==> src/a2p_obuf.sv <==
`timescale 1ns / 1ps

module a2p_obuf #(
    parameter int WIDTH = 17
) (
    input  logic             clk,
    input  logic             rst_n,
    input  logic             push,
    input  logic [WIDTH-1:0] push_data,
    output logic             full,
    output logic             out_valid,
    input  logic             out_ready,
    output logic [WIDTH-1:0] out_data
);

    // two-entry buffer: the pipeline keeps moving while one result waits
    logic [1:0]       count_reg;
    logic [1:0]       count_next;
    logic             wr_ptr_reg;
    logic             rd_ptr_reg;
    logic [WIDTH-1:0] mem_reg [0:1];
    logic             pop;

    assign pop       = out_valid && out_ready;
    assign full      = count_reg == 2'd2;
    assign out_valid = count_reg != 2'd0;
    assign out_data  = mem_reg[rd_ptr_reg];

    always_comb
    begin
        count_next = count_reg;
        if (push && !pop)
        begin
            count_next = count_reg + 2'd1;
        end
        else if (pop && !push)
        begin
            count_next = count_reg - 2'd1;
        end
    end

    always_ff @(posedge clk or negedge rst_n)
    begin
        if (!rst_n)
        begin
            count_reg  <= 2'd0;
            wr_ptr_reg <= 1'b0;
            rd_ptr_reg <= 1'b0;
        end
        else
        begin
            count_reg <= count_next;
            if (push)
            begin
                wr_ptr_reg <= !wr_ptr_reg;
            end
            if (pop)
            begin
                rd_ptr_reg <= !rd_ptr_reg;
            end
        end
    end

    always_ff @(posedge clk)
    begin
        if (push)
        begin
            mem_reg[wr_ptr_reg] <= push_data;
        end
    end

    a_no_overflow: assert property (@(posedge clk) disable iff (!rst_n)
        full |-> !push)
        else $error("transfer into full output buffer");

    a_count_range: assert property (@(posedge clk) disable iff (!rst_n)
        count_reg != 2'd3)
        else $error("output buffer count out of range");

endmodule

==> config.mk <==
export PLATFORM = sky130hd
export DESIGN_NAME = a2p_obuf
export DESIGN_NICKNAME = d
export VERILOG_FILES = /design/src/a2p_obuf.sv
export SDC_FILE = /design/constraint.sdc
export NUM_CORES = 1
export LEC_CHECK = 0
export ABC_AREA = 1
export ABC_CLOCK_PERIOD_IN_PS = 1900
export BUFFER_PORTS_ARGS = -buffer_cell sky130_fd_sc_hd__buf_2
export CORE_ASPECT_RATIO = 2
export CORE_MARGIN = 2
export CORE_UTILIZATION = 49
export CTS_CLUSTER_DIAMETER = 150
export DETAILED_ROUTE_END_ITERATION = 10
export PLACE_DENSITY = 0.82
export REMOVE_ABC_BUFFERS = 1
export SETUP_SLACK_MARGIN = 0.02
export SYNTH_ARGS = -nofsm -noshare
export SYNTH_HDL_FRONTEND = slang
export SYNTH_SLANG_ARGS = --single-unit
==> constraint.sdc <==
create_clock -name clk -period 1.9 [get_ports clk]
set_input_delay 0 -clock clk [delete_from_list [all_inputs] [get_ports clk]]
set_output_delay 0 -clock clk [all_outputs]
set_load 0.005 [all_outputs]
; After elaboration in Yosys (flattened, before gate mapping)
; Memory sizes are Yosys's and may differ from the RTL's.
; Cells that the tools add are included.
[word_totals]
register_bits = 4
mem_bits_rw = 34
mem_count = 1
[memory_table]
columns = memory, depth, width, read_ports, rd_clocked_by_memory_dff, write_ports, line
row1 = mem_reg, 2, 17, 1, 0, 1, 21  ; logic [WIDTH-1:0] mem_reg [0:1];
[op_classes]
add_sub_neg = 2
n_eq_ne = 1
n_mux = 4
n_reduce_logical = 9
[ops]
columns = cell, n
row1 = $logic_not A1 Y1, 4
row2 = $mux W2, 2
row3 = $reduce_bool A2 Y1, 2
row4 = $logic_and A1 B1 Y1, 3
row5 = $add A2 B1 Y2 const B, 1
row6 = $eq A2 B2 Y1 const B, 1
row7 = $mux W1, 2
row8 = $sub A2 B1 Y2 const B, 1

; Logic depth before layout (Yosys ltp)
; Gate-level depths: netlist (run 1).
[depth]
depth_word = 5
ltp_mapped = 9
depth_no_buf = 9

; Worst setup path before layout (run 1)
; OpenSTA, ideal clock, no wires.
[synth_path]
path_kind = register -> register
start = register wr_ptr_reg
end = memory mem_reg[0][0] (enable)
setup_time_ns = 0.391
arrival_ns = 1.145
path_slack_ns = 0.364
path_stages_with_launch = 2
synth_period_minus_slack_ns = 1.536
path_cell_list = dfrtp_1 -> nor2_1
[synth_rtl]
columns = element, line
row1 = start: declaration, 19  ; logic wr_ptr_reg;
row2 = start signal: assignment, 55  ; wr_ptr_reg <= !wr_ptr_reg;
row3 = end: declaration, 21
; Straight into the memory's write port.

; Worst setup path in the final report (run 1)
[layout_path]
start = register rd_ptr_reg
end = output out_data[0]
[layout_via]
elab_chain_len = 1
[layout_rtl]
columns = element, line
row1 = start: declaration, 20  ; logic rd_ptr_reg;
row2 = start signal: assignment, 59  ; rd_ptr_reg <= !rd_ptr_reg;
row3 = $mem_v2 Z2 W17, -
row4 = end: declaration, 13  ; output logic [WIDTH-1:0] out_data
; No other way between the ends.

==> flow_summary.yaml, run 1 <==
yosys:
  syn_area_um2: 1483
  yosysWarnings: 0
  syn-instance-count: 116
  postSynthAreaPerCell_um2: 12.78
  yosys-top-cells-area: "edfxtp_1 69%, nand2_1 14%, dfrtp_1 6.8%, nand2_2 2.5%, inv_1 1.5%"
  seq_area_frac_synth_pct: 75.61
  yosys.area.top_type: "edfxtp_1"
  yosys.area.top_type_share_pct: 68.86
  ys_ff_latch: 38
  synth_cell_type_count: 15
drt:
  num_vias: 1028
  via_per_inst: 4.826
  firstDrtPassIters: 4
  routedWlPerCell_um: 13.62
  drtIter0Drc: 24
  ant_nets: 0
  drc: 0
  routed_wirelength_um: 2900
floorplan:
  dieArea_um2: 3508
  die_w_um: 42.90
  io_pins: 40
  start_util_pct: 50.99
  core_area_um2: 2908
  die_y_um: 81.79
  std_cell_rows: 28
placed_design:
  gp_congestion: 0.5981
  post-place-ws_ns: 0.5114
  dp_cells: 185
  portBuffers: 39
  dp_hpwl_um: 2016
worst_setup_path:
  critical_path_arrival_ns: 1.41
  cp-start-kind: "flop"
  cp_max_fo: 11
  rr_worst_depth: 8
  endpoint_kind: "primary output"
  critPathRequiredTime_ns: 1.90
  path_class: "flop to primary output"
sta:
  setup_viol: 0
  hold_violations: 0
  period_minus_slack_ns: 1.409
  worst_slack_ns: 0.4911
  worst_slew_pin_slew_ns: 0.4446
  rsz0062_at_grt: "false"
  slew_viol_final: 0
  period_share_pct: 74.15
  max_freq_ghz: 0.7098
  slew_headroom_pct: 70.36
  tns_ns: 0
  skew_ns: 0.003229
clocking:
  ctsResizeCount: 0
  numCtsBuffers: 5
  clock_sinks: 38
  cts_tree: "built"
  postCtsSetupRepairBufs: 0
  cts_root_buf: "clkbuf_8"
  max-clock-path-buffers: 2
  path_clk_slew_ns: 0.06
  clk_latency_ns: 0.29
  hold_buffers: 20
  htreeDepth: 2
power_and_ir_drop:
  pwr-share-comb_pct: 32.6
  p_int_w: 0.001721
  p_leak_nw: 0.9024
  p_switching_w: 0.0008544
  clockPowerShare_pct: 19.6
  ir_worst_vdd_v: 0.0009452
  switching_share_pct: 33.18
  p_seq_share_pct: 47.8
  cellPowerDensity_nw_per_um2: 1297
finish:
  drive_gt1_share_pct: 30.05
  antennaDiodeCount: 0
  area_growth_pct: 33.92
  final_common_cell: "nand2_1"
  fin_cells: 213
  nets: 204
  final_cell_mix: "54 x nand2_1, 39 x buf_2, 34 x edfxtp_1"
  largest_register_ffs: 34
global_routing:
  grt.overflow.total: 0
  grt_pass1_wl_um: 4567
  grtUsageTotal_pct: 18.77
  grt_pass1_vias: 1058
  antenna_found_initial: 0
  grt_max_degree: 19
run_status:
  status: "completed"
hold_path:
  hp-class: "input port to asynchronous set/reset pin"
job:
  max_cap_violations: 0
[metal layers]
metal | share of wire [%] | GRT usage, %
met2 | 60 | 35.30
met1 | 34 | 17.05
met5 | 0 | 0
met3 | 4.0 | 5.714
met4 | 2.2 | 10.31
[path summary, 6_finish.rpt]
path	startpoint	end	slack, ns
min reg2reg	wr_ptr_reg	wr_ptr_reg	0.51
min in group clk	push_data[4]	mem_reg[1][4]	0.43
max	rd_ptr_reg	out_data[0]	0.49
max in group asynchronous	rst_n	wr_ptr_reg	1.71
max reg2reg	count_reg[0]	count_reg[1]	0.50
min	rst_n	rd_ptr_reg	0.07
[worst max-delay path: stages, from the launching register on]
cell	delay [ns]
dfrtp_1	0.62
buf_4	0.26
nand2_1	0.07
nand2_1	0.06
buf_2	0.10
[Yosys cell counts]
cell type / number
nand2_1: 54
edfxtp_1: 34
inv_1: 6
nand2_2: 6
dfrtp_1: 4
nand3_1: 2
nor2_1: 2
buf_4: 1
buf_6: 1
buf_8: 1
ha_1: 1
inv_8: 1
nand4_1: 1
xnor2_1: 1
xor2_1: 1
[power by group through the flow]
| stage | logic [W] | registers, W | clock network, W |
|---|---|---|---|
| after floorplan | 0.000427 | 0.00124 | 0 |
| after global placement | 0.000752 | 0.00123 | 0 |
| after detailed placement | 0.000814 | 0.00125 | 0 |
| after CTS | 0.000852 | 0.00123 | 0.000508 |
| after global routing | 0.000947 | 0.00125 | 0.000554 |
| final | 0.000839 | 0.00123 | 0.000505 |
[through the flow]
stage / cell area (µm²) / total power [W] / utilization, % / hold WS (ns)
2_1_floorplan: 1449 / 0.001665 / - / -0.2956
3_3_place_gp: 1704 / 0.001981 / 58.61 / -0.1961
3_5_place_dp: 1704 / 0.002063 / 58.61 / -0.1923
4_1_cts: 1986 / 0.002591 / 68.29 / 0.03552
5_1_grt: 1986 / 0.002749 / 68.29 / 0.05936
6_report: 1986 / 0.002575 / 68.29 / 0.06953
[final cells by class]
| cell class | count | area [µm²] |
|---|---|---|
| Inverter | 7 | 33.78 |
| Clock inverter | 2 | 8.758 |
| Sequential cell | 38 | 1121 |
| Multi-Input combinational cell | 68 | 294.0 |
| Fill cell | 200 | 922.1 |
| Clock buffer | 6 | 72.57 |
| Tap cell | 30 | 37.54 |
| Timing Repair Buffer | 62 | 417.9 |
[logic make-up after synthesis]
logic type | after synthesis | synth area share [%]
XOR/XNOR | 2 | 1.182
adder cells (fa/ha/maj) | 1 | 0.8437
buffers and inverters | 10 | 4.557
flip-flops | 38 | 75.61
AND/OR/NAND/NOR | 65 | 17.81
(Power assumes the default switching activity.)
==> run 2: changes to the inputs <==
ABC_AREA = 0   (was 1)
ABC_CLOCK_PERIOD_IN_PS = 1460   (was 1900)
clock period = 1.46 ns   (was 1.9 ns; I/O delays follow)
==> flow_summary.yaml, run 2 <==
run_status:
  status: "completed"
global_routing:
  grt_pass1_vias: 890
  grt_pass1_wl_um: 3795
  grt_util_met2_pct: 30.30
  use_met3_pct: 3.956
  grt_max_degree: 12
  antenna_found_initial: 0
  grtUsageTotal_pct: 15.41
  grt_busiest_layer: "met2"
  grt.overflow.total: 0
  grt_util_met1_pct: 14.11
clocking:
  max-clock-path-buffers: 2
  cts_tree: "built"
  htreeDepth: 2
  numCtsBuffers: 5
  clock_sinks: 38
  path_clk_slew_ns: 0.07
  cts_root_buf: "clkbuf_8"
  clk_latency_ns: 0.28
finish:
  fill_cells: 210
  final_cell_mix: "39 x buf_2, 34 x edfxtp_1, 20 x dlygate4sd3_1"
  ff_latch_area_um2: 1121
  largest_register_ffs: 34
  area_growth_pct: 38.81
  multi_input_area_um2: 345.3
  nets: 163
  drive_gt1_share_pct: 53.52
  post-route-util_pct: 70.18
  antennaDiodeCount: 0
  final_common_cell: "buf_2"
  fin_cells: 172
drt:
  routed_wirelength_um: 2553
  drtIter0Drc: 5
  via_per_inst: 4.901
  num_vias: 843
  routedWlPerCell_um: 14.84
  firstDrtPassIters: 2
  drc: 0
  ant_nets: 0
worst_setup_path:
  cp-start-kind: "flop"
  path_class: "flop to flop"
  cp_max_fo: 2
  critical_path_arrival_ns: 1.55
  endpoint_kind: "flop"
  critPathRequiredTime_ns: 1.62
yosys:
  synth_edf_count: 34
  yosys-top-cells-area: "edfxtp_1 69%, mux2_4 9.2%, dfrtp_1 6.8%, mux2_2 6.1%, xor2_1 1.8%"
  yosys.area.top_type_share_pct: 69.45
  syn-instance-count: 69
  syn_area_um2: 1470
  yosys.area.top_type: "edfxtp_1"
  synthArstFlopShare_pct: 10.53
  synth_cell_type_count: 15
  seq_area_frac_synth_pct: 76.26
  postSynthAreaPerCell_um2: 21.31
  yosys-top-cells-count: "34 x edfxtp_1, 9 x mux2_4, 8 x mux2_2"
  yosysMostFrequentCell: "edfxtp_1"
  synthFlopType: "edfxtp_1"
  yosysWarnings: 0
  ys_ff_latch: 38
floorplan:
  dieArea_um2: 3481
  core_area_um2: 2908
  start_util_pct: 50.56
  die_w_um: 42.73
  io_pins: 40
  die_y_um: 81.46
  std_cell_rows: 28
job:
  max_cap_violations: 0
placed_design:
  dp_cells: 143
  gp_congestion: 0.5922
  post-place-ws_ns: 0.009964
  portBuffers: 39
  dp_hpwl_um: 1726
sta:
  rsz0062_at_grt: "false"
  hold_violations: 0
  max_freq_ghz: 0.7235
  slew_headroom_pct: 89.37
  setup_viol: 0
  period_minus_slack_ns: 1.382
  slew_viol_final: 0
  worst_slew_pin_slew_ns: 0.1584
  period_share_pct: 94.67
  worst_slack_ns: 0.07778
  skew_ns: 0.004805
power_and_ir_drop:
  ir_worst_vdd_v: 0.001496
  cellPowerDensity_nw_per_um2: 1671
  total_power_w: 0.003410
  p_leak_nw: 0.8372
hold_path:
  hp-class: "input port to asynchronous set/reset pin"
-- run 2: cell count changes after synthesis, moves of 2 or more --
cell / previous run / this run
nand2_1: 54 / 1
inv_1: 6 / 0
mux2_2: 0 / 8
xor2_1: 1 / 3
nand2_2: 6 / 0
mux2_4: 0 / 9
nand3_1: 2 / 0
-- run 2: stage by stage --
stage | TNS [ns] | instance area (µm²) | hold WS [ns]
floorplan | -1.962 | 1439 | -0.2956
global placement | 0 | 1727 | -0.1968
detailed placement | 0 | 1727 | -0.1935
CTS | 0 | 2021 | 0.03264
global route | 0 | 2041 | 0.07167
finish | 0 | 2041 | 0.05937
-- run 2: cell families (layout without fill, tap and decap cells) --
kind of cell,count (synthesis),after routing,share of synthesized area [%]
XOR/XNOR,5,5,2.979
adder cells (fa/ha/maj),1,1,0.8509
buffers and inverters,2,75,2.128
flip-flops,38,38,76.26
multiplexers,17,17,15.32
AND/OR/NAND/NOR,6,6,2.468
-- run 2: layout make-up --
cell class	count	share of cell area (%)
clock buffer	6	3.556
clock inverter	2	0.4292
multi-input combinational	29	16.92
sequential	38	54.94
tap	30	1.839
timing repair buffer	67	22.32
-- run 2: power breakdown --
part	switching [W]	internal [W]
logic	0.000518	0.000702
registers	0.0000796	0.00146
clock network	0.000322	0.000327
total	0.000919	0.00249
-- run 2: path summary, 6_finish.rpt --
kind,start,end,slack (ns),depth (start not counted)
worst max-delay path,count_reg[0],count_reg[1],0.08,6
worst min-delay path,rst_n,count_reg[1],0.06,2
worst max register to register,count_reg[0],count_reg[1],0.08,6
worst min register to register,wr_ptr_reg,wr_ptr_reg,0.51,1
max in group asynchronous,rst_n,count_reg[0],1.28,2
min in group clk,push_data[12],mem_reg[1][12],0.45,2
-- run 2: worst max-delay path, cell delays in order (launching register included) --
cell,delay [ns]
dfrtp_1,0.39
or2_4,0.27
nand2_2,0.11
ha_4,0.15
xor2_2,0.17
nor2_2,0.05
xor2_1,0.14
-- run 2: repair_timing --
| item | in CTS | in global routing |
|---|---|---|
| pin swaps | 1 | 1 |
| setup buffers | 1 | 0 |
| hold buffers | 20 | 0 |
| endpoints found under the hold margin | 40 | 0 |
| endpoints found under the setup margin | 1 | 1 |
| resized for setup | 2 | 3 |
-- run 2: routing by layer --
layer / routed length (µm) / up-vias
li1: - / 405
met1: 836 / 412
met2: 1594 / 21
met3: 80 / 5
met4: 42 / 0
met5: 0 / -
==> run 3: changes to the inputs <==
--- a/config.mk
+++ b/config.mk
@@ -18,2 +18,3 @@
 export SETUP_SLACK_MARGIN = 0.02
+export SLEW_MARGIN = 20
 export SYNTH_ARGS = -nofsm -noshare
==> constraint.sdc (replaced) <==
create_clock -name clk -period 1.46 [get_ports clk]
set_input_delay 0.292 -clock clk [delete_from_list [all_inputs] [get_ports clk]]
set_output_delay 0.292 -clock clk [all_outputs]
set_load 0.005 [all_outputs]
==> flow_summary.yaml, run 3 (synthesis results as in run 2) <==
run_status:
  status: "finished with violations"
  failed_checks: "negative setup slack"
clocking:
  cts_tree: "built"
  max-clock-path-buffers: 2
  cts_root_buf: "clkbuf_8"
  clock_sinks: 38
  clk_latency_ns: 0.29
  htreeDepth: 2
  path_clk_slew_ns: 0.07
  numCtsBuffers: 5
sta:
  hold_ws_ns: 0.1906
  slew_viol_final: 0
  setup_viol: 17
  rsz0062_at_grt: "true"
  hold_violations: 0
  period_share_pct: 110.9
  max_freq_ghz: 0.6178
  skew_ns: 0.007423
  worst_slack_ns: -0.1585
  worst_slew_pin_slew_ns: 0.1654
  period_minus_slack_ns: 1.619
  tns_ns: -2.443
  slew_headroom_pct: 88.89
worst_setup_path:
  cp_max_fo: 8
  path_buf_inv: 2
  crit_cells: 3
  critical_path_arrival_ns: 1.33
  cpPeakStageDelay_ns: 0.42
  reg2reg_slack_ns: 0.08
  reg2reg_from: "count_reg[0]"
  cp_common_cell: "buf_6"
  cp-start-kind: "flop"
  critPathRequiredTime_ns: 1.17
  endpoint_kind: "primary output"
  cp_top_family: "flip-flops"
  path_class: "flop to primary output"
  critical_path.slowest_cell: "dfrtp_1"
  rr_worst_depth: 6
  worstPathCellList: "buf_6, mux2_4, buf_6"
  r2r-end: "count_reg[1]"
placed_design:
  portBuffers: 39
  dp_hpwl_um: 1643
  gp_congestion: 0.5927
  postPlaceCellArea_um2: 1727
  post-place-ws_ns: 0.009406
floorplan:
  core_area_um2: 2908
  die_w_um: 42.73
  die_y_um: 81.46
  io_pins: 40
  std_cell_rows: 28
  dieArea_um2: 3481
  start_util_pct: 50.56
power_and_ir_drop:
  p_leak_nw: 0.8524
  cellPowerDensity_nw_per_um2: 1961
  ir_worst_vdd_v: 0.001308
drt:
  num_vias: 783
  via_per_inst: 5.052
  drtIter0Drc: 11
  firstDrtPassIters: 2
  routedWlPerCell_um: 16.46
  drc: 0
  ant_nets: 0
  routed_wirelength_um: 2552
hold_path:
  min_to: "mem_reg[1][6]"
  hp-class: "input port to flop"
  worstHoldStart: "push_data[6]"
  hold_path_depth: 1
global_routing:
  grt_max_degree: 13
  antenna_found_initial: 0
  grt_pass1_vias: 754
  grt.overflow.total: 0
  grtUsageTotal_pct: 13.85
  grt_pass1_wl_um: 3277
finish:
  multi_input_area_um2: 375.4
  final_common_cell: "edfxtp_1"
  nets: 146
  fill_cells: 188
  ff_latch_area_um2: 1121
  design_area_um2: 2028
  largest_register_ffs: 34
  final_cell_mix: "34 x edfxtp_1, 24 x buf_2, 18 x buf_6"
  area_growth_pct: 37.96
  drive_gt1_share_pct: 64.00
  antennaDiodeCount: 0
  post-route-util_pct: 69.75
job:
  max_cap_violations: 0
## run 3: cell count changes in the layout (fill, tap and decap cells not counted)
cell / change
buf_2: -15
buf_4: -1
buf_6: +18
bufinv_16: +1
clkbuf_1: -1
clkinv_1: -1
clkinv_2: +1
dlygate4sd3_1: -19
mux2_2: -8
mux2_4: +8
## run 3: layout make-up
| type | instances | area share, % |
|---|---|---|
| clock inverters | 3 | 1.974 |
| repair buffers | 50 | 19.00 |
| multi-input cells | 29 | 18.51 |
| well taps | 30 | 1.851 |
| clock buffers | 5 | 3.393 |
| flip-flops and latches | 38 | 55.27 |
## run 3: where the power goes
| part | internal, W | switching, W |
|---|---|---|
| sequential | 0.00146 | 0.000111 |
| clock | 0.000502 | 0.000349 |
| combinational | 0.000976 | 0.000579 |
## run 3: worst max-delay path by stage
stage / from / end
2_1_floorplan: wr_ptr_reg / mem_reg[0][0]
3_3_place_gp: count_reg[1] / count_reg[1]
3_5_place_dp: count_reg[1] / count_reg[1]
4_1_cts: rd_ptr_reg / out_data[8]
5_1_grt: rd_ptr_reg / out_data[6]
6_report: rd_ptr_reg / out_data[12]
## run 3: metal layers
layer	wire (µm)	track usage, %	up-vias
met2	1534	24.24	23
met4	91	10.31	0
met1	821	13.08	383
li1	-	-	369
met5	0	0	-
met3	104	4.176	8
## run 3: metrics by stage
step	std cells	total power [W]
finish	155	0.003978
floorplan	67	0.002205
CTS	152	0.003743
detailed placement	143	0.002679
global route	155	0.004160
global placement	143	0.002616
## run 3: repair_timing
item,4_1_cts,5_1_grt
gates cloned,0,1
buffers inserted,0,2
endpoints found under the hold margin,4,0
resized for setup,16,16
endpoints found under the setup margin,18,18
hold buffers,1,0
pin swaps,0,0
