**src/a2p_pkg.sv**
```systemverilog
`timescale 1ns / 1ps

package a2p_pkg;

    // Quotient of the ratio divide: min * 2^16 / max, 0..65536
    localparam int Q_BITS = 17;
    // Ratio r in Q1.15, 0..32768
    localparam int R_BITS = 16;
    localparam int R_FRAC = 15;
    // x2 = r*r in Q30, 0..2^30
    localparam int X2_BITS = 31;
    localparam int Q_FRAC = 30;
    // Horner accumulator, signed Q30
    localparam int ACC_BITS = 32;
    localparam int MAG_BITS = 31;
    localparam int PROD_BITS = MAG_BITS + X2_BITS;
    localparam int PROD2_BITS = MAG_BITS + R_BITS;
    localparam int HORNER_STEPS = 7;

    localparam logic [63:0] PI_Q62 = 64'hC90FDAA22168C235;

    typedef logic signed [ACC_BITS-1:0] coef_t;

    // Chebyshev fit coefficients, Q30, index k multiplies x2^k
    localparam coef_t COEF [0:HORNER_STEPS] = '{
        -32'sd357911082,
         32'sd214667662,
        -32'sd152498945,
         32'sd114211276,
        -32'sd80481727,
         32'sd45728098,
        -32'sd17185270,
         32'sd3043049
    };

    // Sign and octant info that travels beside the data
    typedef struct packed {
        logic undef;
        logic nneg;
        logic dneg;
        logic invert;
    } oct_t;

endpackage

```
**src/a2p_div.sv**
```systemverilog
`timescale 1ns / 1ps

module a2p_div #(
    parameter int INPUT_BITS = 16
) (
    input  logic                         clk,
    input  logic                         rst_n,
    input  logic                         en,
    input  logic                         in_valid,
    input  logic signed [INPUT_BITS-1:0] numerator,
    input  logic signed [INPUT_BITS-1:0] denominator,
    output logic                         out_valid,
    output logic [a2p_pkg::Q_BITS-1:0]   out_q,
    output a2p_pkg::oct_t                out_oct
);
    import a2p_pkg::*;

    // Stage 0 sorts magnitudes, stages 1..Q_BITS produce one quotient bit each
    localparam int NS = Q_BITS + 1;

    logic [NS-1:0]         v_reg;
    logic [INPUT_BITS-1:0] rem_reg [0:NS-2];
    logic [INPUT_BITS-1:0] hi_reg  [0:NS-2];
    logic [Q_BITS-1:0]     q_reg   [0:NS-1];
    oct_t                  oct_reg [0:NS-1];

    logic [INPUT_BITS-1:0] num_u;
    logic [INPUT_BITS-1:0] den_u;
    logic                  nneg;
    logic                  dneg;
    logic [INPUT_BITS-1:0] nmag;
    logic [INPUT_BITS-1:0] dmag;
    logic                  invert;
    oct_t                  oct_next;

    assign num_u  = numerator;
    assign den_u  = denominator;
    assign nneg   = num_u[INPUT_BITS-1];
    assign dneg   = den_u[INPUT_BITS-1];
    // most negative input maps to 2^(INPUT_BITS-1), which fits unsigned
    assign nmag   = nneg ? ({INPUT_BITS{1'b0}} - num_u) : num_u;
    assign dmag   = dneg ? ({INPUT_BITS{1'b0}} - den_u) : den_u;
    assign invert = dmag < nmag;

    always_comb
    begin
        oct_next.undef  = (nmag == '0) && (dmag == '0);
        oct_next.nneg   = nneg;
        oct_next.dneg   = dneg;
        oct_next.invert = invert;
    end

    always_ff @(posedge clk or negedge rst_n)
    begin
        if (!rst_n)
        begin
            v_reg[0] <= 1'b0;
        end
        else if (en)
        begin
            v_reg[0] <= in_valid;
        end
    end

    always_ff @(posedge clk)
    begin
        if (en && in_valid)
        begin
            rem_reg[0] <= invert ? dmag : nmag;
            hi_reg[0]  <= invert ? nmag : dmag;
            q_reg[0]   <= '0;
            oct_reg[0] <= oct_next;
        end
    end

    for (genvar s = 1; s < NS; s++)
    begin : g_step
        logic [INPUT_BITS:0]   trial;
        logic [INPUT_BITS:0]   diff;
        logic                  ge;

        // first step compares min against max unshifted (ratio of 1.0)
        if (s == 1)
        begin : g_first
            assign trial = {1'b0, rem_reg[s-1]};
        end
        else
        begin : g_shift
            assign trial = {rem_reg[s-1], 1'b0};
        end

        assign diff = trial - {1'b0, hi_reg[s-1]};
        assign ge   = !diff[INPUT_BITS];

        always_ff @(posedge clk or negedge rst_n)
        begin
            if (!rst_n)
            begin
                v_reg[s] <= 1'b0;
            end
            else if (en)
            begin
                v_reg[s] <= v_reg[s-1];
            end
        end

        always_ff @(posedge clk)
        begin
            if (en && v_reg[s-1])
            begin
                q_reg[s]   <= {q_reg[s-1][Q_BITS-2:0], ge};
                oct_reg[s] <= oct_reg[s-1];
            end
        end

        if (s < NS - 1)
        begin : g_carry
            always_ff @(posedge clk)
            begin
                if (en && v_reg[s-1])
                begin
                    rem_reg[s] <= ge ? diff[INPUT_BITS-1:0] : trial[INPUT_BITS-1:0];
                    hi_reg[s]  <= hi_reg[s-1];
                end
            end
        end
    end

    assign out_valid = v_reg[NS-1];
    assign out_q     = q_reg[NS-1];
    assign out_oct   = oct_reg[NS-1];

endmodule

```
**config.mk**
```make
export PLATFORM = sky130hd
export DESIGN_NAME = a2p_div
export DESIGN_NICKNAME = d
export VERILOG_FILES = /design/src/a2p_pkg.sv /design/src/a2p_div.sv
export SDC_FILE = /design/constraint.sdc
export NUM_CORES = 1
export LEC_CHECK = 0
export BUFFER_PORTS_ARGS = -buffer_cell sky130_fd_sc_hd__clkbuf_2
export CAP_MARGIN = 20
export CORE_AREA = 5 5 247 273
export DETAILED_ROUTE_END_ITERATION = 6
export DIE_AREA = 0 0 252 278
export PLACE_DENSITY_LB_ADDON = 0.2
export SYNTH_ARGS = -nofsm -noshare
export SYNTH_HDL_FRONTEND = slang
export SYNTH_SLANG_ARGS = --single-unit
```
**constraint.sdc**
```tcl
create_clock -name clk -period 8.5 [get_ports clk]
set_input_delay 1.275 -clock clk [delete_from_list [all_inputs] [get_ports clk]]
set_output_delay 1.275 -clock clk [all_outputs]
set_load 0.05 [all_outputs]
```
Word-level counts from Yosys, hierarchy flattened:

Memory sizes are Yosys's and may differ from the RTL's.
Cells that the tools add are included.

* flip-flop bits (word level): 18
* RAM bits: 922
* input bits: 36
* output and inout bits: 22
* word-level logic and storage cells: 136
* memories: 4

Memory list
* q_reg: depth 18, bits a word 17, read ports 18, clocked after memory_dff 0, wr ports 18, line a2p_div.sv:24 `logic [Q_BITS-1:0] q_reg [0:NS-1];`
* hi_reg: depth 17, bits a word 16, read ports 17, clocked after memory_dff 0, wr ports 17, line a2p_div.sv:23 `logic [INPUT_BITS-1:0] hi_reg [0:NS-2];`
* rem_reg: depth 17, bits a word 16, read ports 17, clocked after memory_dff 0, wr ports 17, line a2p_div.sv:22 `logic [INPUT_BITS-1:0] rem_reg [0:NS-2];`
* oct_reg: depth 18, bits a word 4, read ports 18, clocked after memory_dff 0, wr ports 18, line a2p_div.sv:25 `oct_t oct_reg [0:NS-1];`

* add/subtract/negate cells: 19
* $lt $le $gt $ge: 1
* mux-type cells: 56
* reduce and logical (&&, ||, !) cells: 38

Operator list (number)
* 16-bit 2-to-1 mux: 20
* 17-bit by 16-bit subtractor with 17-bit output: 16
* 1-bit 2-to-1 mux: 36
* 16-bit logical NOT: 2
* 1-bit by 16-bit subtractor with 16-bit output (first input constant): 2
* 1-bit logical AND: 19
* 1-bit logical NOT: 17
* 16-bit by 16-bit subtractor with 17-bit output: 1
* 16-bit < comparator: 1

Depth between registers and ports, before layout:

Gate-level depths: netlist of the first run.

* word-level depth: 4
* depth in mapped cells: 15
* mapped depth without buffers: 14

Least setup slack after synthesis of the first run:

No wires, ideal clock.

* kind: input-to-reg
* start point: in denominator[6]
* end point: mem hi_reg[0][0], data pin
* arrival time: 4838 ps
* required time: 8222 ps
* setup slack: 3383 ps
* cell stages on the path: 13
* buffers on the path: 1
* cells stage by stage: or4_4 > or3_4 > or4_4 > o31ai_4 > xor2_2 > inv_1 > ha_1 > a21o_1 > a21oi_1 > nand2_1 > o221ai_1 > clkbuf_1 > mux2i_1

RTL lines
* start, declared: line a2p_div.sv:11 `input logic signed [INPUT_BITS-1:0] denominator,`
* end, declared: line a2p_div.sv:23

==> results of run 1 <==
## placed cells by master (no fill, tap or decap), types with 12 or more instances in the layout
master | netlist | routed
or3_1 | 29 | 29
clkbuf_2 | 0 | 57
nand2_1 | 129 | 129
clkbuf_16 | 0 | 80
and3_1 | 14 | 14
edfxtp_1 | 769 | 769
fa_1 | 16 | 16
mux2_1 | 14 | 14
and2_1 | 26 | 12
xor2_1 | 73 | 73
o31ai_1 | 29 | 29
mux2_2 | 205 | 205
a21o_1 | 56 | 56
clkinv_2 | 0 | 15
inv_1 | 364 | 364
a31oi_1 | 15 | 15
nand2b_1 | 53 | 53
o31a_1 | 17 | 17
a211oi_1 | 29 | 29
o211ai_1 | 17 | 17
or2_2 | 13 | 13
and2_2 | 0 | 14
clkinv_1 | 0 | 12
nand4_1 | 20 | 20
nor3_1 | 50 | 50
nand3_1 | 63 | 63
dfrtp_1 | 18 | 18
ha_1 | 274 | 274
buf_4 | 5 | 12
o21a_1 | 73 | 73
clkbuf_1 | 22 | 13
nor2_1 | 157 | 157
xnor2_1 | 134 | 134
a21oi_1 | 198 | 198
mux2i_1 | 57 | 57
o21ai_0 | 155 | 155
nor2b_1 | 66 | 66
## power by group through the flow
stage / sequential, µW / clock (µW) / combinational, µW
6_report: 6370 / 3520 / 7230
5_1_grt: 6450 / 3760 / 7950
4_1_cts: 6370 / 3580 / 7180
3_5_place_dp: 6430 / 0 / 7070
3_3_place_gp: 6380 / 0 / 6740
2_1_floorplan: 6270 / 0 / 5570
## worst paths after layout
path | end | from | cells after the start
max | hi_reg[0][1]$_DFFE_PP_ | denominator[6] | 14
min | q_reg[9][7]$_DFFE_PP_ | q_reg[8][6]$_DFFE_PP_ | 0
max reg2reg | rem_reg[0][79]$_DFFE_PP_ | hi_reg[0][48]$_DFFE_PP_ | 9
min reg2reg | q_reg[9][7]$_DFFE_PP_ | q_reg[8][6]$_DFFE_PP_ | 0
max in group asynchronous | v_reg[1]$_DFFE_PN0P_ | rst_n | 1
min in group asynchronous | out_valid$_DFFE_PN0P_ | rst_n | 1
## stage by stage
| stage | instances | cell area [µm²] | total power, µW | util [%] | hold WS, ps |
|---|---|---|---|---|---|
| 6_report | 4335 | 45500 | 17100 | 70.7 | 403 |
| 5_1_grt | 4335 | 45500 | 18200 | 70.7 | 404 |
| 4_1_cts | 4331 | 45400 | 17100 | 70.6 | 405 |
| 3_5_place_dp | 4184 | 42800 | 13500 | 66.5 | 405 |
| 3_3_place_gp | 4184 | 42800 | 13100 | 66.5 | 401 |
| 2_1_floorplan | 3305 | 41500 | 11800 | - | 400 |
## metal layers
layer,wire length (µm),vias up
met5,0,-
met4,3000,0
met3,2660,229
met2,46700,583
met1,31200,12800
li1,-,12400
## kinds of logic after synthesis
kind of cell             share of synthesized area [%]
multiplexers                                      7.32
flip-flops                                        56.7
XOR/XNOR                                          4.64
AND/OR/NAND/NOR                                   7.84
AO/OA/AOI/OAI                                     10.7
adder cells (fa/ha/maj)                           9.04
buffers and inverters                             3.73
## Yosys cell counts, types with 6 or more instances
cell type  number  share of area [%]
xnor2_2         6               0.24
a221oi_1        7               0.15
nor3b_1         8               0.14
o2bb2ai_1       6               0.13
nor2b_1        66                1.0
nand2b_1       53               0.80
and2_1         26               0.39
o41ai_1         9               0.19
o21a_1         73                1.3
nand4_1        20               0.30
mux2_2        205                5.6
dfrtp_1        18                1.1
a311o_1         6               0.14
a211oi_1       29               0.52
xor2_1         73                1.5
nand2_1       129                1.2
or3_1          29               0.44
nor2_1        157                1.4
o221ai_1        7               0.15
a31oi_1        15               0.23
a21o_1         56                1.0
o31ai_1        29               0.52
nor4b_1         6               0.13
o31a_1         17               0.36
ha_1          274                8.3
a41oi_1         6               0.13
o211ai_1       17               0.31
edfxtp_1      769                 56
buf_2          10               0.12
and3_1         14               0.21
a21oi_1       198                2.4
o21ai_0       155                1.9
mux2i_1        57                1.4
nor3_1         50               0.60
fa_1           16               0.77
xnor2_1       134                2.8
or2_2          13               0.20
inv_1         364                3.3
o2111ai_1       7               0.15
nand3_1        63               0.76
mux2_1         14               0.38
a211o_1         9               0.19
clkbuf_1       22               0.20
## cell type report
| type | count | area (µm²) | area share (%) |
|---|---|---|---|
| clock buffer | 93 | 2050 | 4.51 |
| clock inverter | 54 | 591 | 1.30 |
| inverter | 364 | 1370 | 3.00 |
| multi-input combinational | 2114 | 16400 | 36.1 |
| sequential | 787 | 23500 | 51.7 |
| tap | 850 | 1060 | 2.34 |
| timing repair buffer | 73 | 449 | 0.987 |
## worst max-delay path: stages
cell,delay (ps)
clkbuf_2,100
or4_4,540
or3_4,350
or4_4,530
o31ai_4,230
xor2_2,260
inv_1,80
ha_1,310
a21o_1,180
a21oi_1,190
nand2_1,110
o221ai_4,360
buf_4,450
mux2i_1,270
==> impl_metrics.py, run 1 <==
metrics = {
    "run_status": {
        "status": "completed",
    },
    "power": {
        "switching_power_uw": 6030,
        "clkPwrFrac_pct": 20.6,
        "power.density_nw_per_um2": 376,
        "swShare_pct": 35.2,
        "cell_internal_pwr_uw": 11100,
        "cellLeakagePower_uw": 0.0179,
        "p_seq_share_pct": 37.2,
        "ir_drop_uv": 431,
        "combPwrFrac_pct": 42.2,
    },
    "cts": {
        "post_cts_buffers": 0,
        "postCtsHoldBufs": 0,
        "root_buffer": "clkbuf_16",
        "clk_latency_ps": 640,
        "cts.sinks": 787,
        "cts_tree": "yes",
        "cts_made_buffers": 80,
        "h-tree-depth": 3,
        "clk_pin_slew_worst_paths_ps": 60,
        "clockBufferDepth": 3,
        "cts-resized-gates": 0,
    },
    "global_route": {
        "grt_max_degree": 53,
        "busiest_layer": "met2",
        "grt_overflow": 0,
        "met2_usage_pct": 45.8,
        "grt_first_pass_wirelength_mm": 135,
        "grt_antenna_before_repair": 0,
        "use_met1_pct": 25.4,
        "grt_usage_pct": 23.5,
        "grt_pass1_vias": 27200,
        "grt_use_met3_pct": 3.47,
    },
    "sta": {
        "hold_viol_final": 0,
        "max_slew_margin_pct": 26.6,
        "worstMarginPinSlew_ps": 1100,
        "fmax_mhz": 208,
        "setup_tns_ps": 0,
        "rsz0062_at_grt": "false",
        "finalMaxSlewViolations": 0,
        "setup_violations": 0,
        "period_minus_slack_ps": 4820,
        "skew_ps": 40.1,
        "fin_crit_sh_pct": 56.7,
        "timing.final.ws_setup_ps": 3680,
    },
    "routing": {
        "drtIter0Drc": 1478,
        "vias_per_cell": 6.01,
        "drc_errors": 0,
        "postRouteAntennaNets": 0,
        "routedWlPerCell_um": 19.3,
        "wirelength_mm": 83.5,
        "dr_total_vias": 26000,
        "first_pass_iters": 6,
    },
    "critical_path": {
        "cp.required_ps": 8960,
        "start_kind": "input pin",
        "end_kind": "flop",
        "worst-setup-path-type": "in2reg",
        "cp_max_fo": 25,
        "reg2reg_slack_ps": 4100,
        "worstPathArrival_ps": 5270,
    },
    "synthesis": {
        "syn_area_per_cell_um2": 12.6,
        "synth-seq-cells": 787,
        "ys_seq_area_share_pct": 56.7,
        "ys.flop_type": "edfxtp_1",
        "synth.distinct_cells": 68,
        "syn_area_um2": 41500,
        "netlist_instances": 3305,
        "syn-num-nets": 3631,
        "yosysWarnings": 0,
        "synth_edf_count": 769,
        "postSynth.asyncResetShare_pct": 2.29,
    },
    "placed_design": {
        "place.gp.congestion": 0.877,
        "pre_cts_slack_ps": 3050,
        "port_buffers": 57,
        "hpwl_mm": 61.3,
    },
    "die": {
        "dieArea_um2": 70100,
        "core_um2": 64400,
        "die_w_um": 252,
        "die_h_um": 278,
        "start_util_pct": 64.4,
        "fp-row-count": 98,
        "boundaryPins": 58,
    },
    "finish": {
        "syn_to_final_growth_pct": 9.66,
        "drive_gt1_share_pct": 12.8,
        "diodes": 0,
        "layout.nets": 3746,
        "num-fill-cells": 4291,
    },
    "worst_hold_path": {
        "min_path_type": "reg2reg",
    },
    "run": {
        "maxCapViolCount": 0,
    },
}
Power figures use the tool's default switching activity.
==> inputs of run 2 (changes only) <==
--- a/config.mk
+++ b/config.mk
@@ -7,9 +7,9 @@
 export LEC_CHECK = 0
 export BUFFER_PORTS_ARGS = -buffer_cell sky130_fd_sc_hd__clkbuf_2
 export CAP_MARGIN = 20
-export CORE_AREA = 5 5 247 273
+export CORE_AREA = 5 5 262 289
 export DETAILED_ROUTE_END_ITERATION = 6
-export DIE_AREA = 0 0 252 278
+export DIE_AREA = 0 0 267 294
 export PLACE_DENSITY_LB_ADDON = 0.2
 export SYNTH_ARGS = -nofsm -noshare
 export SYNTH_HDL_FRONTEND = slang
==> constraint.sdc (replaced) <==
create_clock -name clk -period 4.01 [get_ports clk]
set_input_delay 0.6015 -clock clk [delete_from_list [all_inputs] [get_ports clk]]
set_output_delay 0.6015 -clock clk [all_outputs]
set_load 0.05 [all_outputs]
==> run 2 against run 1 <==
Net effect: total power up 110%; non-clock buffer count is 42 higher; critical path type is now reg2reg; global-route usage fell by 2.9 points; sequential cell count unchanged; largest power group unchanged; core utilization shrank 7.0 points; clock skew shrank 13 ps; via count decreased by 1.5%.
==> impl_metrics.py, run 2 (synthesized netlist as in run 1, its figures left out) <==
metrics = {
    "critical_path": {
        "end_kind": "flop",
        "worstPathArrival_ps": 4180,
        "critical-path-top-delay-family": "compound AO/OA/AOI/OAI gates",
        "worst-path-buf-inv": 0,
        "max_stage_delay_ps": 650,
        "cp_max_fo": 16,
        "slowest_stage": "a2111oi_1",
        "start_kind": "flop",
        "cp.required_ps": 4400,
        "path_cells": "fa_1, nor2b_1, o21a_1, a311oi_2, a2111oi_1, o31a_1, mux2i_1, xnor2_4, mux2_2",
        "worst-setup-path-type": "reg2reg",
    },
    "die": {
        "die_h_um": 294,
        "start_util_pct": 57.1,
        "fp-row-count": 104,
        "boundaryPins": 58,
        "die_w_um": 267,
        "dieArea_um2": 78500,
        "core_um2": 72600,
    },
    "routing": {
        "vias_per_cell": 5.72,
        "wirelength_mm": 81.3,
        "dr_total_vias": 25600,
        "first_pass_iters": 6,
        "drtIter0Drc": 1502,
        "postRouteAntennaNets": 0,
        "drc_errors": 0,
        "routedWlPerCell_um": 18.1,
    },
    "placed_design": {
        "hpwl_mm": 61.0,
        "port_buffers": 57,
        "place.gp.congestion": 0.870,
        "pre_cts_slack_ps": -173,
        "place_area_um2": 43200,
    },
    "global_route": {
        "grt_overflow": 0,
        "grt_first_pass_wirelength_mm": 133,
        "grt_max_degree": 53,
        "grt_antenna_before_repair": 0,
        "grt_pass1_vias": 26500,
        "grt_usage_pct": 20.5,
    },
    "cts": {
        "root_buffer": "clkbuf_16",
        "clk_latency_ps": 640,
        "h-tree-depth": 3,
        "cts_made_buffers": 82,
        "clk_pin_slew_worst_paths_ps": 60,
        "clockBufferDepth": 3,
        "cts_tree": "yes",
        "cts.sinks": 787,
    },
    "run_status": {
        "status": "completed",
    },
    "sta": {
        "hold_viol_final": 0,
        "finalMaxSlewViolations": 0,
        "holdWs_ps": 224,
        "timing.final.ws_setup_ps": 220,
        "period_minus_slack_ps": 3790,
        "setup_violations": 0,
        "fmax_mhz": 264,
        "max_slew_margin_pct": 31.7,
        "worstMarginPinSlew_ps": 1020,
        "rsz0062_at_grt": "false",
        "skew_ps": 27.0,
        "fin_crit_sh_pct": 94.5,
    },
    "worst_hold_path": {
        "min_path_type": "in2reg",
    },
    "finish": {
        "final_util_pct": 63.6,
        "syn_to_final_growth_pct": 11.4,
        "layout.nets": 3790,
        "final_common_cell": "edfxtp_1",
        "drive_gt1_share_pct": 13.9,
        "diodes": 0,
        "layout_common_cells": "769 x edfxtp_1, 364 x inv_1, 274 x ha_1, 205 x mux2_2, 198 x a21oi_1",
        "stdcell_area_um2": 46200,
    },
    "power": {
        "power.density_nw_per_um2": 794,
        "cellLeakagePower_uw": 0.0182,
        "ir_drop_uv": 417,
    },
    "run": {
        "maxCapViolCount": 0,
    },
}
==> run 2: cell types whose count changed in the layout (fill, tap and decap cells not counted), moves of 3 or more <==
cell / before / now
xnor2_4: 0 / 3
xnor2_2: 6 / 3
buf_12: 1 / 4
bufinv_16: 8 / 13
buf_4: 12 / 52
clkinv_2: 15 / 11
clkbuf_16: 80 / 83
==> run 2: worst paths after layout <==
kind                                         start                       end  slack (ps)  depth (start not counted)
min reg2reg                oct_reg[9][2]$_DFFE_PP_  oct_reg[10][2]$_DFFE_PP_         400                          0
max reg2reg                hi_reg[0][32]$_DFFE_PP_  rem_reg[0][51]$_DFFE_PP_         220                          9
max in group asynchronous                    rst_n     v_reg[16]$_DFFE_PN0P_        3230                          2
max                        hi_reg[0][32]$_DFFE_PP_  rem_reg[0][51]$_DFFE_PP_         220                          9
min                                       in_valid      v_reg[0]$_DFFE_PN0P_         220                          2
min in group asynchronous                    rst_n     out_valid$_DFFE_PN0P_         450                          2
==> run 2: final cells by class <==
type,instances,area (µm²)
Clock buffer,97,2140
Fill cell,5400,26400
Tap cell,954,1190
Sequential cell,787,23500
Clock inverter,51,694
Multi-Input combinational cell,2114,16500
Timing Repair Buffer,115,793
Inverter,364,1370
==> run 2: routing by layer <==
metal  up-vias  share of wire, %  global-route usage, %  wire length (µm)
met3       187               2.9                   2.69              2330
met4         0               3.2                   7.38              2590
met1     12500                40                   23.4             32300
met2       463                54                   39.3             44100
li1      12500                 -                      -                 -
met5         -                 0                      0                 0
==> run 2: repair_timing <==
item	CTS	global route
hold endpoints to repair	18	0
pin swaps	0	1
endpoints found under the setup margin	3	61
hold buffers	1	0
setup buffers	0	2
resized for setup	1	4
==> run 2: power breakdown <==
part	leakage, µW	internal (µW)	switching [µW]	total, µW
Clock	0.00136	4700	3240	7940
Combinational	0.00947	7070	8190	15300
Sequential	0.00739	12400	1130	13500
Total	0.0182	24100	12600	36700
==> run 2: metrics by stage <==
step / cells / total power (µW) / TNS [ps]
final: 4482 / 36700 / 0
after global placement: 4329 / 28000 / -3580
after detailed placement: 4329 / 28700 / -3850
after global routing: 4482 / 39100 / 0
after floorplan: 3305 / 25100 / 0
after CTS: 4478 / 36800 / 0
